==> config.mk <==
export PLATFORM = sky130hd
export DESIGN_NAME = tksmh_ctrl
export DESIGN_NICKNAME = d
export VERILOG_FILES = /design/src/design/top_k_smallest_max_heap_unit_defines.svh /design/src/design/tksmh_pkg.sv /design/src/design/tksmh_ctrl.sv
export SDC_FILE = /design/constraint.sdc
export NUM_CORES = 1
export LEC_CHECK = 0
export ABC_AREA = 1
export ABC_CLOCK_PERIOD_IN_PS = 12600
export BUFFER_PORTS_ARGS = -buffer_cell sky130_fd_sc_hd__buf_2
export CAP_MARGIN = 20
export CORE_AREA = 8 8 228 230
export CTS_BUF_LIST = sky130_fd_sc_hd__clkbuf_8 sky130_fd_sc_hd__clkbuf_16
export DETAILED_ROUTE_END_ITERATION = 8
export DIE_AREA = 0 0 236 238
export SYNTH_ARGS = -nofsm -noshare
export SYNTH_HDL_FRONTEND = slang
export SYNTH_SLANG_ARGS = --single-unit
export TNS_END_PERCENT = 20
==> constraint.sdc <==
create_clock -name clk -period 12.6 [get_ports clk]
set_clock_uncertainty 0.1 [all_clocks]
set_input_delay 0.63 -clock clk [delete_from_list [all_inputs] [get_ports clk]]
set_output_delay 0.63 -clock clk [all_outputs]
set_load 0.02 [all_outputs]
==> src/design/top_k_smallest_max_heap_unit_defines.svh <==
// ----------------------------------------------------------------------------
// Assertion macros for the top-k max-heap unit
// Clocked concurrent checks; compiled out when SYNTHESIS is defined.
// ----------------------------------------------------------------------------
`ifndef TOP_K_SMALLEST_MAX_HEAP_UNIT_DEFINES_SVH
`define TOP_K_SMALLEST_MAX_HEAP_UNIT_DEFINES_SVH

`ifndef SYNTHESIS
// check outside reset
`define TKSMH_ASSERT(label, prop) \
    label: assert property (@(posedge clk) disable iff (!rst_n) prop) \
        else $error("tksmh check failed");
// check that also holds while reset is applied
`define TKSMH_ASSERT_ALWAYS(label, prop) \
    label: assert property (@(posedge clk) prop) \
        else $error("tksmh check failed");
`else
`define TKSMH_ASSERT(label, prop)
`define TKSMH_ASSERT_ALWAYS(label, prop)
`endif

`endif

==> src/design/tksmh_pkg.sv <==
// ----------------------------------------------------------------------------
// tksmh_pkg
// Shared types and constants of the top-k max-heap unit.
// ----------------------------------------------------------------------------
package tksmh_pkg;

    localparam int HEAP_CAPACITY = 256;
    localparam int ADDR_W        = $clog2(HEAP_CAPACITY);
    localparam int IDX_W         = ADDR_W + 2;
    localparam int CNT_W         = 9;
    localparam int K_W           = 9;
    localparam int KEY_W         = 32;
    localparam int ID_W          = 32;
    localparam int RANK_W        = 8;

    localparam logic [K_W-1:0] ACTIVE_K_RESET = K_W'(200);

    // commands
    localparam logic [1:0] CMD_OFFER = 2'd0;
    localparam logic [1:0] CMD_POP   = 2'd1;
    localparam logic [1:0] CMD_CLEAR = 2'd2;
    localparam logic [1:0] CMD_NOP   = 2'd3;

    // outcomes
    localparam logic [2:0] OUT_INSERTED  = 3'd0;
    localparam logic [2:0] OUT_REPLACED  = 3'd1;
    localparam logic [2:0] OUT_REJECTED  = 3'd2;
    localparam logic [2:0] OUT_POPPED    = 3'd3;
    localparam logic [2:0] OUT_POP_EMPTY = 3'd4;
    localparam logic [2:0] OUT_CLEARED   = 3'd5;

    typedef struct packed {
        logic [1:0]       command;
        logic [KEY_W-1:0] dist_key;
        logic [ID_W-1:0]  point_id;
    } cmd_word_t;

    typedef struct packed {
        logic [2:0]        outcome;
        logic [KEY_W-1:0]  popped_key;
        logic [ID_W-1:0]   popped_id;
        logic [RANK_W-1:0] ascending_rank;
        logic [CNT_W-1:0]  kept_count;
        logic              is_full;
        logic [KEY_W-1:0]  worst_key;
    } res_word_t;

    typedef struct packed {
        logic [KEY_W-1:0] key;
        logic [ID_W-1:0]  id;
    } entry_t;

    // one cycle of heap memory traffic
    typedef struct packed {
        logic              we;
        logic [ADDR_W-1:0] waddr;
        entry_t            wdata;
        logic [ADDR_W-1:0] ra_addr;
        logic [ADDR_W-1:0] rb_addr;
    } mem_req_t;

endpackage

==> src/design/tksmh_ctrl.sv <==
// ----------------------------------------------------------------------------
// tksmh_ctrl
// Heap sequencer: insert / replace / pop / clear with hole-based sifting.
// ----------------------------------------------------------------------------
module tksmh_ctrl (
    input  logic                      clk,
    input  logic                      rst_n,
    input  logic                      start,
    input  tksmh_pkg::cmd_word_t      cmd,
    input  logic [tksmh_pkg::K_W-1:0] k_eff,
    input  logic                      res_take,
    input  tksmh_pkg::entry_t         rd_a,
    input  tksmh_pkg::entry_t         rd_b,
    output tksmh_pkg::mem_req_t       req,
    output logic                      busy,
    output logic                      done,
    output tksmh_pkg::res_word_t      res
);
    import tksmh_pkg::*;

    localparam logic [2:0] ST_IDLE   = 3'd0;
    localparam logic [2:0] ST_UP     = 3'd1; // parent data arriving
    localparam logic [2:0] ST_DN     = 3'd2; // child data arriving
    localparam logic [2:0] ST_LAST   = 3'd3; // last entry arriving (pop)
    localparam logic [2:0] ST_PLACE  = 3'd4; // drop item into the hole
    localparam logic [2:0] ST_FINISH = 3'd5;

    logic [2:0]        state_reg,   state_next;
    logic [ADDR_W-1:0] pos_reg,     pos_next;
    logic [CNT_W-1:0]  count_reg,   count_next;
    entry_t            item_reg,    item_next;
    entry_t            popped_reg,  popped_next;
    logic [2:0]        outcome_reg, outcome_next;
    entry_t            root_reg;

    logic [IDX_W-1:0]  n_w;
    logic [IDX_W-1:0]  l_w, r_w;
    logic              l_ok, r_ok;
    logic              take_l, take_r;
    logic [KEY_W-1:0]  big_key;
    logic [ADDR_W-1:0] big_pos;
    logic [IDX_W-1:0]  nl_w;
    logic [ADDR_W-1:0] par_pos;
    logic [ADDR_W-1:0] gpar_pos;
    logic [ADDR_W-1:0] cnt_par;

    assign n_w  = IDX_W'(count_reg);
    assign l_w  = {1'b0, pos_reg, 1'b1};
    assign r_w  = l_w + IDX_W'(1);
    assign l_ok = l_w < n_w;
    assign r_ok = r_w < n_w;

    // pick the larger child; left wins a tie
    always_comb
    begin
        take_l  = l_ok && (rd_a.key > item_reg.key);
        big_key = take_l ? rd_a.key : item_reg.key;
        take_r  = r_ok && (rd_b.key > big_key);
    end

    assign big_pos  = take_r ? r_w[ADDR_W-1:0] : l_w[ADDR_W-1:0];
    assign nl_w     = {1'b0, big_pos, 1'b1};
    assign par_pos  = (pos_reg - ADDR_W'(1)) >> 1;
    assign gpar_pos = (par_pos - ADDR_W'(1)) >> 1;
    assign cnt_par  = ADDR_W'((count_reg - CNT_W'(1)) >> 1);

    always_comb
    begin
        state_next   = state_reg;
        pos_next     = pos_reg;
        count_next   = count_reg;
        item_next    = item_reg;
        popped_next  = popped_reg;
        outcome_next = outcome_reg;
        req.we       = 1'b0;
        req.waddr    = pos_reg;
        req.wdata    = item_reg;
        req.ra_addr  = '0;
        req.rb_addr  = '0;
        done         = 1'b0;

        unique case (state_reg)
            ST_IDLE:
            begin
                if (start)
                begin
                    popped_next = '0;
                    unique case (cmd.command)
                        CMD_OFFER:
                        begin
                            item_next = '{key: cmd.dist_key, id: cmd.point_id};
                            if (count_reg < k_eff)
                            begin
                                outcome_next = OUT_INSERTED;
                                pos_next     = count_reg[ADDR_W-1:0];
                                count_next   = count_reg + CNT_W'(1);
                                if (count_reg == '0)
                                begin
                                    req.we      = 1'b1;
                                    req.waddr   = '0;
                                    req.wdata   = item_next;
                                    state_next  = ST_FINISH;
                                end
                                else
                                begin
                                    req.ra_addr = cnt_par;
                                    state_next  = ST_UP;
                                end
                            end
                            else if (cmd.dist_key < root_reg.key)
                            begin
                                outcome_next = OUT_REPLACED;
                                pos_next     = '0;
                                if (count_reg > CNT_W'(1))
                                begin
                                    req.ra_addr = ADDR_W'(1);
                                    req.rb_addr = ADDR_W'(2);
                                    state_next  = ST_DN;
                                end
                                else
                                begin
                                    req.we     = 1'b1;
                                    req.waddr  = '0;
                                    req.wdata  = item_next;
                                    state_next = ST_FINISH;
                                end
                            end
                            else
                            begin
                                outcome_next = OUT_REJECTED;
                                state_next   = ST_FINISH;
                            end
                        end
                        CMD_POP:
                        begin
                            if (count_reg == '0)
                            begin
                                outcome_next = OUT_POP_EMPTY;
                                state_next   = ST_FINISH;
                            end
                            else
                            begin
                                outcome_next = OUT_POPPED;
                                popped_next  = root_reg;
                                count_next   = count_reg - CNT_W'(1);
                                req.ra_addr  = count_next[ADDR_W-1:0];
                                state_next   = ST_LAST;
                            end
                        end
                        CMD_CLEAR:
                        begin
                            outcome_next = OUT_CLEARED;
                            count_next   = '0;
                            state_next   = ST_FINISH;
                        end
                        CMD_NOP:
                        begin
                            state_next = ST_IDLE;
                        end
                    endcase
                end
            end

            ST_UP:
            begin
                req.we = 1'b1;
                if (item_reg.key > rd_a.key)
                begin
                    req.wdata = rd_a;
                    pos_next  = par_pos;
                    if (par_pos == '0)
                    begin
                        state_next = ST_PLACE;
                    end
                    else
                    begin
                        req.ra_addr = gpar_pos;
                    end
                end
                else
                begin
                    state_next = ST_FINISH;
                end
            end

            ST_DN:
            begin
                req.we = 1'b1;
                if (take_l || take_r)
                begin
                    req.wdata = take_r ? rd_b : rd_a;
                    pos_next  = big_pos;
                    if (nl_w < n_w)
                    begin
                        req.ra_addr = nl_w[ADDR_W-1:0];
                        req.rb_addr = ADDR_W'(nl_w + IDX_W'(1));
                    end
                    else
                    begin
                        state_next = ST_PLACE;
                    end
                end
                else
                begin
                    state_next = ST_FINISH;
                end
            end

            ST_LAST:
            begin
                item_next = rd_a;
                pos_next  = '0;
                if (count_reg == '0)
                begin
                    state_next = ST_FINISH;
                end
                else if (count_reg > CNT_W'(1))
                begin
                    req.ra_addr = ADDR_W'(1);
                    req.rb_addr = ADDR_W'(2);
                    state_next  = ST_DN;
                end
                else
                begin
                    req.we     = 1'b1;
                    req.waddr  = '0;
                    req.wdata  = rd_a;
                    state_next = ST_FINISH;
                end
            end

            ST_PLACE:
            begin
                req.we     = 1'b1;
                state_next = ST_FINISH;
            end

            ST_FINISH:
            begin
                if (res_take)
                begin
                    done       = 1'b1;
                    state_next = ST_IDLE;
                end
            end

            default:
            begin
                state_next = ST_IDLE;
            end
        endcase
    end

    always_ff @(posedge clk or negedge rst_n)
    begin
        if (!rst_n)
        begin
            state_reg <= ST_IDLE;
            count_reg <= '0;
        end
        else
        begin
            state_reg <= state_next;
            count_reg <= count_next;
        end
    end

    // root shadow copy tracks every write of entry 0
    always_ff @(posedge clk)
    begin
        pos_reg     <= pos_next;
        item_reg    <= item_next;
        popped_reg  <= popped_next;
        outcome_reg <= outcome_next;
        if (req.we && (req.waddr == '0))
        begin
            root_reg <= req.wdata;
        end
    end

    assign busy = (state_reg != ST_IDLE);

    always_comb
    begin
        res.outcome        = outcome_reg;
        res.popped_key     = popped_reg.key;
        res.popped_id      = popped_reg.id;
        res.ascending_rank = (outcome_reg == OUT_POPPED) ? count_reg[RANK_W-1:0] : '0;
        res.kept_count     = count_reg;
        res.is_full        = (count_reg >= k_eff);
        res.worst_key      = (count_reg != '0) ? root_reg.key : '0;
    end

endmodule

==> impl_metrics.tcl <==
set metrics [dict create \
    crit_fanout 68 \
    tns_ns 0 \
    syn_area_sq_um 19150 \
    nNetsFinal 3407 \
    routed_wl_um 82790 \
    startpoint_type "flip-flop" \
    run_status "completed" \
    finalHoldViolCount 0 \
    dp_cells 3652 \
    die-height_um 238 \
    fillerInstances 4937 \
    final_design_area_no_fill_sq_um 22410 \
    cp.arrival_ns 7.17 \
    syn_nets 3098 \
    synthCells 2752 \
    synth_area_per_cell_sq_um 6.958 \
    post-route-period-util 0.6271 \
    ys_seq_elements 215 \
    port_buffers 413 \
    dieArea_sq_um 56170 \
    slew_headroom 0.2536 \
    hold_ws_ns 0.2426 \
    start_util 0.3961 \
    hp-class "in -> reg" \
    rsz0062_at_grt "no" \
    post_dp_cell_area_sq_um 21460 \
    maxCapViolCount 0 \
    busiest_layer "met2" \
    initialDrtViolationCount 2214 \
    grt_max_degree 92 \
    cts_buffers 28 \
    root_buffer "clkbuf_16" \
    cts_tree "yes" \
    ir_worst_vdd_mv 0.1589 \
    leakagePower_nw 10.98 \
    regArea_sq_um 6396 \
    fin_ws_ns 4.698 \
    vias_per_cell 5.632 \
    clock_latency_ns 0.58 \
    hpwl_um 58550 \
    grt_pass1_wl_um 122000 \
    met1_usage 0.3675 \
    numClockSinks 215 \
    met2_usage 0.4338 \
    r2r_cells 23 \
    regToRegSetupSlack_ns 6.08 \
    ioPinCount 415 \
    yosysWarnings 0 \
    ant_nets 0 \
    max_freq_mhz 126.6 \
    grtUsageMet3 0.06968 \
    ys_types 52 \
    utilization 0.4636 \
    clockBufferDepth 3 \
    setup_viol_count_final 0 \
    power.density_nw_per_um2 249.3 \
    ys_seq_area_frac 0.3340 \
    htree_levels 1 \
    wl_per_cell_um 22.21 \
    die_width_um 236 \
    required_ns 11.87 \
    area_growth_pct 17.05 \
    cts.reportedPaths.clkPinSlew_ns 0.07 \
    min_to "item_reg[28]" \
    tightestPinTransition_ns 1.120 \
    multi_input_area_sq_um 10910 \
    antenna_found_initial 32 \
    fin_crit_ns 7.902 \
    drc_errors 0 \
    path_class "reg -> out" \
    drive_gt1_frac 0.1758 \
    coreArea_sq_um 48340 \
    grt_pass1_vias 19734 \
    track_usage 0.2773 \
    hold_start "cmd[28]" \
    whs_path_depth 3 \
    rr_endpoint "state_reg[0]" \
    endpoint_kind "primary output" \
    vias 20997 \
    place_ws_ns 5.112 \
    drv_slew 0 \
    final_cells 3728 \
    firstDrtPassIters 6 \
    overflow 0 \
    reg2reg_from "count_reg[4]" \
    place.gp.congestion 0.9350 \
    total_power_mw 5.587 \
    rows 81 \
]
## power breakdown
group	internal [mW]	switching (mW)
combinational	1.01	2.65
clock	0.447	0.349
sequential	1.01	0.122
total	2.46	3.12
## metal layers
layer  vias to the layer above  share of wire  wire [um]
met3                       196           0.10       8398
met1                      9720           0.42      34920
met4                        20          0.036       2982
li1                       9936              -          -
met5                         -         0.0015        125
met2                      1125           0.44      36360
## Yosys cell counts (all sizes together)
library cell / count / area (sq um)
nand2: 827 / 3122
inv: 280 / 1051
o21ai: 275 / 1388
nand3: 219 / 1111
nor2: 219 / 839.6
edfxtp: 203 / 6096
a21oi: 163 / 823.3
ha: 139 / 1739
o211ai: 88 / 660.6
buf: 83 / 538.0
clkbuf: 78 / 292.8
a31oi: 34 / 212.7
xor2: 22 / 192.7
nand4: 19 / 125.1
nor3: 19 / 106.4
dfrtp: 12 / 300.3
nand3b: 11 / 82.58
o221ai: 10 / 87.58
o2111ai: 9 / 78.83
or2: 8 / 50.05
o22ai: 7 / 43.79
o21a: 5 / 37.54
xnor2: 4 / 35.03
a22oi: 3 / 22.52
clkinv: 3 / 12.51
nor4: 3 / 25.02
a211oi: 1 / 7.510
a21o: 1 / 7.510
a221oi: 1 / 8.760
and2: 1 / 7.510
conb: 1 / 3.750
nor4b: 1 / 15.01
o31ai: 1 / 7.510
o32ai: 1 / 8.760
o41ai: 1 / 8.760
## cell families (layout without fill, tap and decap cells)
group / count (synthesis) / after routing / share of synthesized area
compound gates: 600 / 600 / 0.1777
xor+xnor: 26 / 26 / 0.01189
fa+ha+maj: 139 / 139 / 0.09083
simple gates: 1327 / 1327 / 0.2864
other cells: 1 / 24 / 0.0001958
flops: 215 / 215 / 0.3340
buf+inv: 444 / 775 / 0.09893
## area by class of cell
type,count,area share
Antenna cell,23,0.002568
Clock buffer,28,0.03126
Clock inverter,24,0.008430
Inverter,283,0.04756
Multi-Input combinational cell,2093,0.4869
Sequential cell,215,0.2854
Tap cell,622,0.03472
Timing Repair Buffer,440,0.1032
## worst max-delay path: stages, from the launching register on
cell and delay, ns:
dfrtp_1 0.56, inv_1 0.30, ha_1 0.39, a21oi_1 0.16, nand2_1 0.10, a21oi_1 0.28
nand4_2 0.13, buf_4 0.37, o21ai_0 0.39, ha_1 0.30, nand2_1 0.13, nor2_1 0.07
nand2_1 0.06, nor2_1 0.05, a21oi_1 0.15, nand2_1 0.08, a21oi_2 0.15, nand2_2 0.41
buf_4 0.44, nand2_2 0.45, buf_4 0.41, nand4_1 0.54, nor3_1 0.38, buf_2 0.23
## worst max path at each step
stage	from	endpoint	slack, ns	depth (start not counted)
6_report	count_reg[4]	req[4]	4.70	23
5_1_grt	count_reg[4]	req[4]	4.16	23
4_1_cts	count_reg[4]	req[4]	4.76	23
3_5_place_dp	rd_a[55]	req[4]	5.11	28
3_3_place_gp	rd_a[55]	req[26]	5.21	30
2_1_floorplan	count_reg[4]	req[4]	6.47	34
## layout by cell type (no fill, tap or decap), drive strengths merged, types with 2 or more instances in the layout
cell type / n
clkinvlp: 2
nand2: 827
a22oi: 3
a31oi: 34
o21ai: 275
nor2: 219
nand3b: 11
diode: 23
clkinv: 21
xor2: 22
o221ai: 10
xnor2: 4
buf: 439
nor3: 19
o2111ai: 9
edfxtp: 203
o22ai: 7
o21a: 5
bufinv: 2
or2: 8
dfrtp: 12
nor4: 3
nand3: 219
inv: 282
o211ai: 88
a21oi: 163
nand4: 19
clkbuf: 28
ha: 139
## timing repair
item / in CTS / in global routing
hold endpoints to repair: 12 / 0
hold buffers: 1 / 0
gates resized for setup: 0 / 0
buffers inserted: 0 / 0
Power figures use the tool's default switching activity.
